==> src/sv/vlfd_pkg.sv <==
// ----------------------------------------------------------------------------
// vlfd_pkg
// shared types and constants of the varint length field deframer
// ----------------------------------------------------------------------------
package vlfd_pkg;

	localparam int LEN_BITS   = 32;
	localparam int MAX_HEADER = 8;
	localparam int QDEPTH     = 2;

	localparam int HSW = $clog2(MAX_HEADER + 1);
	localparam int HCW = (HSW > 4) ? HSW : 4;
	localparam int SHW = $clog2(LEN_BITS + 7);
	localparam int QPW = (QDEPTH > 1) ? $clog2(QDEPTH) : 1;
	localparam int QCW = $clog2(QDEPTH + 1);

	localparam logic [3:0] HEADER_COUNT_RESET = 4'd2;
	localparam logic [7:0] FIELD_LIMIT_RESET  = 8'd16;

	localparam logic [7:0] CFG_HEADER_COUNT = 8'd0;
	localparam logic [7:0] CFG_FIELD_LIMIT  = 8'd1;

	typedef enum logic [2:0] {
		KIND_HEADER   = 3'd0,
		KIND_LEN_CONT = 3'd1,
		KIND_LEN_LAST = 3'd2,
		KIND_PAYLOAD  = 3'd3,
		KIND_IGNORED  = 3'd4
	} kind_t;

	typedef enum logic [2:0] {
		ST_OK        = 3'd0,
		ST_TRUNC_LEN = 3'd1,
		ST_OVERRUN   = 3'd2,
		ST_SHORT_HDR = 3'd3,
		ST_TOO_WIDE  = 3'd4
	} status_t;

	typedef enum logic [4:0] {
		PH_HEADER  = 5'b00001,
		PH_FSTART  = 5'b00010,
		PH_LENGTH  = 5'b00100,
		PH_PAYLOAD = 5'b01000,
		PH_IGNORE  = 5'b10000
	} phase_t;

	typedef struct packed {
		logic [7:0] data;
		logic       eom;
		logic       cont;
		logic [6:0] chunk;
	} item_t;

endpackage

==> src/sv/vlfd_front.sv <==
// ----------------------------------------------------------------------------
// vlfd_front
// input side: takes bytes, splits off the continuation bit and length chunk
// ----------------------------------------------------------------------------
module vlfd_front
	import vlfd_pkg::*;
(
	input  logic       byte_valid,
	output logic       byte_stall,
	input  logic [7:0] data_byte,
	input  logic       end_of_message,
	input  logic       queue_full,
	output logic       push,
	output item_t      push_item
);

	assign byte_stall = queue_full;
	assign push       = byte_valid && !queue_full;

	always_comb begin
		push_item.data  = data_byte;
		push_item.eom   = end_of_message;
		push_item.cont  = data_byte[7];
		push_item.chunk = data_byte[6:0];
	end

endmodule

==> src/sv/vlfd_queue.sv <==
// ----------------------------------------------------------------------------
// vlfd_queue
// short item queue between the front and the parser
// ----------------------------------------------------------------------------
module vlfd_queue
	import vlfd_pkg::*;
(
	input  logic  clk,
	input  logic  arst_n,
	input  logic  push,
	input  item_t push_item,
	input  logic  pop,
	output logic  full,
	output logic  not_empty,
	output item_t head
);

	item_t            entry_q [QDEPTH];
	logic [QPW-1:0]   wr_ptr_q;
	logic [QPW-1:0]   rd_ptr_q;
	logic [QCW-1:0]   count_q;

	assign full      = (count_q == QCW'(QDEPTH));
	assign not_empty = (count_q != '0);
	assign head      = entry_q[rd_ptr_q];

	function automatic logic [QPW-1:0] next_ptr(input logic [QPW-1:0] p);
		next_ptr = (p == QPW'(QDEPTH - 1)) ? '0 : p + QPW'(1);
	endfunction

	always_ff @(posedge clk) begin
		if (push) begin
			entry_q[wr_ptr_q] <= push_item;
		end
	end

	always_ff @(posedge clk or negedge arst_n) begin
		if (!arst_n) begin
			wr_ptr_q <= '0;
			rd_ptr_q <= '0;
			count_q  <= '0;
		end else begin
			if (push) begin
				wr_ptr_q <= next_ptr(wr_ptr_q);
			end
			if (pop) begin
				rd_ptr_q <= next_ptr(rd_ptr_q);
			end
			if (push && !pop) begin
				count_q <= count_q + QCW'(1);
			end else if (pop && !push) begin
				count_q <= count_q - QCW'(1);
			end
		end
	end

endmodule

==> src/sv/vlfd_back.sv <==
// ----------------------------------------------------------------------------
// vlfd_back
// parser: header, length and payload tracking, result register
// ----------------------------------------------------------------------------
module vlfd_back
	import vlfd_pkg::*;
(
	input  logic        clk,
	input  logic        arst_n,
	input  logic        cfg_valid,
	output logic        cfg_ready,
	input  logic [7:0]  cfg_index,
	input  logic [7:0]  cfg_data,
	input  logic        q_not_empty,
	input  item_t       q_head,
	output logic        pop,
	output logic        result_valid,
	input  logic        result_stall,
	output logic [2:0]  byte_kind,
	output logic [7:0]  byte_value,
	output logic [2:0]  header_index,
	output logic [7:0]  field_number,
	output logic [31:0] field_length,
	output logic        field_last_byte,
	output logic        message_done,
	output logic [2:0]  message_status,
	output logic [7:0]  fields_found
);

	logic [3:0]          header_count_q;
	logic [7:0]          field_limit_q;

	phase_t              phase_q;
	logic [HSW-1:0]      header_seen_q;
	logic [LEN_BITS-1:0] acc_q;
	logic [SHW-1:0]      shift_q;
	logic [LEN_BITS-1:0] remain_q;
	logic [7:0]          fcount_q;
	logic                werr_q;

	logic                valid_q;
	kind_t               kind_q;
	logic [7:0]          value_q;
	logic [2:0]          hidx_q;
	logic [7:0]          fnum_q;
	logic [31:0]         flen_q;
	logic                last_q;
	logic                done_q;
	status_t             status_q;
	logic [7:0]          found_q;

	phase_t              ph;
	logic [HSW-1:0]      hs_n;
	logic [LEN_BITS-1:0] acc_n;
	logic [SHW-1:0]      shift_n;
	logic [LEN_BITS-1:0] remain_n;
	logic [7:0]          fcount_n;
	logic                werr_n;
	kind_t               kind_n;
	logic [2:0]          hidx_n;
	logic [7:0]          fnum_n;
	logic [LEN_BITS-1:0] flen_n;
	logic                last_n;
	status_t             status_n;
	logic [7:0]          found_n;
	logic [HCW-1:0]      hc_ext;
	logic [HCW-1:0]      hc_eff;
	logic [LEN_BITS+6:0] placed;
	logic                partial;
	logic [8:0]          found_sum;

	assign cfg_ready = 1'b1;
	assign pop       = q_not_empty && (!valid_q || !result_stall);

	always_comb begin
		hc_ext    = HCW'(header_count_q);
		hc_eff    = (hc_ext > HCW'(MAX_HEADER)) ? HCW'(MAX_HEADER) : hc_ext;
		ph        = phase_q;
		hs_n      = header_seen_q;
		acc_n     = acc_q;
		shift_n   = shift_q;
		remain_n  = remain_q;
		fcount_n  = fcount_q;
		werr_n    = werr_q;
		kind_n    = KIND_IGNORED;
		hidx_n    = '0;
		fnum_n    = '0;
		flen_n    = '0;
		last_n    = 1'b0;
		status_n  = ST_OK;
		found_n   = '0;
		placed    = '0;
		partial   = 1'b0;
		found_sum = '0;

		if (ph == PH_HEADER && HCW'(header_seen_q) >= hc_eff) begin
			ph = PH_FSTART;
		end
		if (ph == PH_FSTART) begin
			if (fcount_q >= field_limit_q) begin
				ph = PH_IGNORE;
			end else begin
				ph      = PH_LENGTH;
				acc_n   = '0;
				shift_n = '0;
			end
		end

		case (ph)
			PH_HEADER: begin
				kind_n = KIND_HEADER;
				hidx_n = 3'(header_seen_q);
				hs_n   = header_seen_q + HSW'(1);
			end
			PH_LENGTH: begin
				fnum_n = fcount_q;
				if (shift_n < SHW'(LEN_BITS)) begin
					placed  = (LEN_BITS + 7)'(q_head.chunk) << shift_n;
					if (placed[LEN_BITS+6:LEN_BITS] != '0) begin
						werr_n = 1'b1;
					end
					acc_n   = acc_n | placed[LEN_BITS-1:0];
					shift_n = shift_n + SHW'(7);
				end else if (q_head.chunk != '0) begin
					werr_n = 1'b1;
				end
				if (q_head.cont) begin
					kind_n = KIND_LEN_CONT;
				end else begin
					kind_n = KIND_LEN_LAST;
					flen_n = acc_n;
					if (acc_n == '0) begin
						last_n   = 1'b1;
						fcount_n = fcount_q + 8'd1;
						ph       = PH_FSTART;
					end else begin
						remain_n = acc_n;
						ph       = PH_PAYLOAD;
					end
				end
			end
			PH_PAYLOAD: begin
				kind_n   = KIND_PAYLOAD;
				fnum_n   = fcount_q;
				remain_n = remain_q - LEN_BITS'(1);
				if (remain_n == '0) begin
					last_n   = 1'b1;
					fcount_n = fcount_q + 8'd1;
					ph       = PH_FSTART;
				end
			end
			default: begin
				kind_n = KIND_IGNORED;
			end
		endcase

		if (q_head.eom) begin
			partial = (ph == PH_LENGTH) || (ph == PH_PAYLOAD);
			if (ph == PH_HEADER && HCW'(hs_n) < hc_eff) begin
				status_n = ST_SHORT_HDR;
			end else if (werr_n) begin
				status_n = ST_TOO_WIDE;
			end else if (ph == PH_LENGTH) begin
				status_n = ST_TRUNC_LEN;
			end else if (ph == PH_PAYLOAD) begin
				status_n = ST_OVERRUN;
			end else begin
				status_n = ST_OK;
			end
			found_sum = {1'b0, fcount_n} + {8'd0, partial};
			found_n   = found_sum[8] ? 8'hff : found_sum[7:0];
		end
	end

	always_ff @(posedge clk or negedge arst_n) begin
		if (!arst_n) begin
			header_count_q <= HEADER_COUNT_RESET;
			field_limit_q  <= FIELD_LIMIT_RESET;
		end else if (cfg_valid && cfg_ready) begin
			case (cfg_index)
				CFG_HEADER_COUNT: header_count_q <= cfg_data[3:0];
				CFG_FIELD_LIMIT:  field_limit_q  <= cfg_data;
				default: ;
			endcase
		end
	end

	always_ff @(posedge clk or negedge arst_n) begin
		if (!arst_n) begin
			phase_q       <= PH_HEADER;
			header_seen_q <= '0;
			acc_q         <= '0;
			shift_q       <= '0;
			remain_q      <= '0;
			fcount_q      <= '0;
			werr_q        <= 1'b0;
			valid_q       <= 1'b0;
		end else begin
			if (pop) begin
				if (q_head.eom) begin
					phase_q       <= PH_HEADER;
					header_seen_q <= '0;
					acc_q         <= '0;
					shift_q       <= '0;
					remain_q      <= '0;
					fcount_q      <= '0;
					werr_q        <= 1'b0;
				end else begin
					phase_q       <= ph;
					header_seen_q <= hs_n;
					acc_q         <= acc_n;
					shift_q       <= shift_n;
					remain_q      <= remain_n;
					fcount_q      <= fcount_n;
					werr_q        <= werr_n;
				end
				valid_q <= 1'b1;
			end else if (!result_stall) begin
				valid_q <= 1'b0;
			end
		end
	end

	always_ff @(posedge clk) begin
		if (pop) begin
			kind_q   <= kind_n;
			value_q  <= q_head.data;
			hidx_q   <= hidx_n;
			fnum_q   <= fnum_n;
			flen_q   <= 32'(flen_n);
			last_q   <= last_n;
			done_q   <= q_head.eom;
			status_q <= status_n;
			found_q  <= found_n;
		end
	end

	assign result_valid    = valid_q;
	assign byte_kind       = kind_q;
	assign byte_value      = value_q;
	assign header_index    = hidx_q;
	assign field_number    = fnum_q;
	assign field_length    = flen_q;
	assign field_last_byte = last_q;
	assign message_done    = done_q;
	assign message_status  = status_q;
	assign fields_found    = found_q;

endmodule

==> src/sv/varint_length_field_deframer_core.sv <==
// ----------------------------------------------------------------------------
// varint_length_field_deframer_core
// deframer for header bytes and base-128 length prefixed fields
// ----------------------------------------------------------------------------
// each accepted byte is written into a queue entry, then into the result register when the parser pops it
// throughput: one byte per cycle while result_stall is low, set by the parser update
// the two-entry queue and the result register let either side stall alone
// reset: parse state cleared, header_count 2, field_limit 16, queue empty
// ----------------------------------------------------------------------------
module varint_length_field_deframer_core
	import vlfd_pkg::*;
(
	input  logic        clk,
	input  logic        arst_n,
	input  logic        cfg_valid,
	output logic        cfg_ready,
	input  logic [7:0]  cfg_index,
	input  logic [7:0]  cfg_data,
	input  logic        byte_valid,
	output logic        byte_stall,
	input  logic [7:0]  data_byte,
	input  logic        end_of_message,
	output logic        result_valid,
	input  logic        result_stall,
	output logic [2:0]  byte_kind,
	output logic [7:0]  byte_value,
	output logic [2:0]  header_index,
	output logic [7:0]  field_number,
	output logic [31:0] field_length,
	output logic        field_last_byte,
	output logic        message_done,
	output logic [2:0]  message_status,
	output logic [7:0]  fields_found
);

	logic  push;
	item_t push_item;
	logic  pop;
	logic  queue_full;
	logic  q_not_empty;
	item_t q_head;

	vlfd_front u_front (
		.byte_valid     (byte_valid),
		.byte_stall     (byte_stall),
		.data_byte      (data_byte),
		.end_of_message (end_of_message),
		.queue_full     (queue_full),
		.push           (push),
		.push_item      (push_item)
	);

	vlfd_queue u_queue (
		.clk       (clk),
		.arst_n    (arst_n),
		.push      (push),
		.push_item (push_item),
		.pop       (pop),
		.full      (queue_full),
		.not_empty (q_not_empty),
		.head      (q_head)
	);

	vlfd_back u_back (
		.clk             (clk),
		.arst_n          (arst_n),
		.cfg_valid       (cfg_valid),
		.cfg_ready       (cfg_ready),
		.cfg_index       (cfg_index),
		.cfg_data        (cfg_data),
		.q_not_empty     (q_not_empty),
		.q_head          (q_head),
		.pop             (pop),
		.result_valid    (result_valid),
		.result_stall    (result_stall),
		.byte_kind       (byte_kind),
		.byte_value      (byte_value),
		.header_index    (header_index),
		.field_number    (field_number),
		.field_length    (field_length),
		.field_last_byte (field_last_byte),
		.message_done    (message_done),
		.message_status  (message_status),
		.fields_found    (fields_found)
	);

endmodule

==> config.mk <==
export PLATFORM = sky130hd
export DESIGN_NAME = varint_length_field_deframer_core
export DESIGN_NICKNAME = d
export VERILOG_FILES = /design/src/sv/vlfd_pkg.sv /design/src/sv/vlfd_front.sv /design/src/sv/vlfd_queue.sv /design/src/sv/vlfd_back.sv /design/src/sv/varint_length_field_deframer_core.sv
export SDC_FILE = /design/constraint.sdc
export NUM_CORES = 1
export LEC_CHECK = 0
export BUFFER_PORTS_ARGS = -buffer_cell sky130_fd_sc_hd__buf_2
export CAP_MARGIN = 5
export CORE_AREA = 2 2 127 154
export CTS_CLUSTER_SIZE = 14
export DETAILED_ROUTE_END_ITERATION = 10
export DIE_AREA = 0 0 129 156
export GPL_ROUTABILITY_DRIVEN = 0
export PLACE_DENSITY = 0.79
export REMOVE_ABC_BUFFERS = 1
export SLEW_MARGIN = 20
export SYNTH_ARGS = -nofsm -noshare
export SYNTH_HDL_FRONTEND = slang
export SYNTH_SLANG_ARGS = --single-unit
==> constraint.sdc <==
create_clock -name clk -period 10.55 [get_ports clk]
set_input_delay 2.11 -clock clk [delete_from_list [all_inputs] [get_ports clk]]
set_output_delay 2.11 -clock clk [all_outputs]
set_load 0.005 [all_outputs]
==> results.cfg <==
[floorplan]
row_count = 55
ioPinCount = 100
start_util = 0.607
die_w_um = 129
die_h_um = 156
dieArea_mm2 = 0.0201
core_area_mm2 = 0.0186

[clock_tree]
ctsHoldBuffers = 0
cts_resized = 0
cts_tree = yes
clkTransAtPathRegs_ns = 0.07
insertion_delay_ns = 0.45
numCtsBuffers = 17
cts.sinks = 190
cts_setup_buffers = 0
clock_tree.buffer_depth = 2
ctsHtreeMaxLevel = 4
cts_root_buffer = clkbuf_16

[yosys]
yosysMostFrequentCell = o21ai_0
synth_top_area_cell = dfrtp_1
avgSynthCellArea_um2 = 9.18
yosys_register_bits = 190
yosys.area.top_type_share = 0.225
synth_ff_type = dfrtp_1
synth_cells = 1233
synth.distinct_cells = 88
synth-async-reset-ratio = 0.553
yosys_warnings = 0
ys_seq_area_frac = 0.458
synth_edf_count = 85
ys_top_cells_by_count = o21ai_0 (149), nor2_1 (128), nand2_1 (116), dfrtp_1 (102), edfxtp_1 (85)
netlist_area_mm2 = 0.0113
synth.area.top_cells = dfrtp_1 (23%), edfxtp_1 (23%), o21ai_0 (6.6%)

[sta]
rsz0062_at_grt = no
final_max_slew_viol_count = 0
timing.slew.headroom = 0.285
min_period_over_period = 0.612
worstMarginPinSlew_ns = 1.07
period_minus_slack_ns = 6.45
finalClockSkew_ns = 0.0113
hold_viol = 0
hold_ws_ns = 0.494
finalSetupTns_ns = 0
setup_viol = 0
fmax_mhz = 155

[layout]
drive_above_1_share = 0.153
finish.utilization = 0.670
syn2layout_area_growth_pct = 10.3
fillers = 1535
instances_no_fill = 1553
finalNetCount = 1337
n_antenna_cell = 0

[flow_run]
drv_cap = 0

[power]
netSwitchingFraction = 0.422
p_int_uw = 1760
p_comb_frac = 0.425
power_leakage_uw = 0.00512
finalPower_uw = 3050
p_clk_frac = 0.215
switching_power_uw = 1290
powerDensity_mw_per_mm2 = 244
power_frac_seq = 0.360
vdd_drop_max_uv = 206

[worst_setup_path]
cp_max_fo = 28
reg2reg_depth = 20
crit_required_ns = 10.76
arrival_ns = 6.66
rrSetupSlack_ns = 4.10
path_class = reg2reg
r2r-end = u_back.fields_found[3]
r2r-start = u_back.fcount_q[0]
endpoint_kind = flop
start_kind = flop

[global_route]
grt_first_pass_wirelength_mm = 51.3
first_global_vias = 9731
grt_util_all_layers = 0.327
grt_overflow = 0
grt_max_degree = 95
antenna_found_initial = 0

[hold_path]
holdPathStages = 2
hold_path.class = reg2reg
hold_end = u_back.acc_q[0]
min-delay-start = u_back.acc_q[0]

[detailed_routing]
wl_per_cell_um = 20.6
dr.pass1.iters = 6
drt_iter0_markers = 1289
ant_nets = 0
via_per_inst = 6.63
wirelength_mm = 32.0
drc = 0
route.vias.total = 10299

[status]
status = complete, no violations

[placement]
portBuffers = 98
hpwl_mm = 22.2
dp.cells = 1521
-- flip-flops by register name, summed over array words and instances (netlist names), 2 cells and up --
name,count
u_back.acc_q,32
u_back.field_length,32
u_back.remain_q,32
u_queue.entry_q,18
u_back.byte_value,8
u_back.fcount_q,8
u_back.field_limit_q,8
u_back.field_number,8
u_back.fields_found,8
u_back.shift_q,6
u_back.phase_q,5
u_back.hc_ext,4
u_back.header_seen_q,4
u_back.byte_kind,3
u_back.header_index,3
u_back.message_status,3
u_queue.count_q,2
-- per-layer routing --
metal  share of wire  GRT usage  vias up
met5               0          0        -
li1                -          -     4676
met4           0.062      0.198        0
met3           0.084     0.0501      132
met2            0.46      0.505      620
met1            0.39      0.435     4871
-- cell families after synthesis --
family | Yosys count | synth area share
mux | 38 | 0.0441
xor+xnor | 22 | 0.0170
compound gates | 379 | 0.210
other cells | 1 | 0.000331
buf+inv | 112 | 0.0399
fa+ha+maj | 23 | 0.0254
simple gates | 468 | 0.206
flops | 190 | 0.458
-- worst max-delay path, cell delays in order, from the launching register on --
cell and delay (ns):
dfrtp_1 0.41, inv_1 0.16, ha_1 0.25, nand2b_1 0.14, a2111o_1 0.44, a21oi_1 0.53, nand2_1 0.80, o21ai_0 0.68
and4b_1 0.31, nand4_1 0.30, nor3_1 0.40, nand2b_1 0.20, nand2_1 0.12, nand3_1 0.11, o21ai_0 0.09, ha_1 0.24
ha_1 0.21, o211ai_1 0.13, or2_1 0.22, and3b_1 0.25, o21a_1 0.20
-- cells in the final DEF (no fill, tap or decap), types with 6 or more instances in the layout --
master     instances
o21a_1            12
clkbuf_16         17
or3_1              7
nand2b_1          13
nand2_1          116
and3_1            19
mux4_2             7
mux2i_1           11
nor2_1           127
and2_1            12
buf_2             97
nand4_1           14
or2_2              7
xor2_1             8
a31oi_1           24
xnor2_1           14
nand3_1           28
a211oi_1          11
o21ai_0          149
inv_1             31
nor3_1            43
a21oi_1           81
a22o_1            21
ha_1              23
inv_6              6
nor2b_1           20
edfxtp_1          85
o21ai_1            7
buf_4             12
o211ai_1           6
dfrtp_1          101
nor4_1            23
mux2_2            18
-- power by group through the flow --
stage          Clock (uW)  Combinational (uW)  Sequential (uW)
5_1_grt               683                1410             1120
6_report              655                1300             1100
2_1_floorplan           0                 829             1100
3_3_place_gp            0                1240             1100
4_1_cts               656                1270             1090
3_5_place_dp            0                1260             1100
-- per-stage QoR --
step / setup WS (ns) / instance area [um2]
global route: 3.70 / 12500
CTS: 4.36 / 12500
detailed placement: 4.39 / 11900
global placement: 4.62 / 11900
finish: 4.10 / 12500
floorplan: 4.78 / 11000
-- worst max path at each step --
stage	from	end	depth (start not counted)	slack, ns
2_1_floorplan	u_back.fcount_q[0]	u_back.fields_found[7]	16	4.78
3_3_place_gp	u_back.fcount_q[0]	u_back.fields_found[3]	20	4.62
3_5_place_dp	u_back.fcount_q[0]	u_back.fields_found[2]	20	4.39
4_1_cts	u_back.fcount_q[0]	u_back.fields_found[2]	20	4.36
5_1_grt	u_back.fcount_q[0]	u_back.fields_found[2]	20	3.70
6_report	u_back.fcount_q[0]	u_back.fields_found[3]	20	4.10
-- cell type report --
cell class              count  area (um2)  share of cell area
clock inverters            14         153              0.0122
clock buffers              18         429              0.0344
well taps                 256         320              0.0256
flip-flops and latches    190        5180               0.415
repair buffers            109         576              0.0461
inverters                  35         133              0.0106
multi-input cells         931        5690               0.456
No activity file was read; power rests on OpenSTA's default activity.
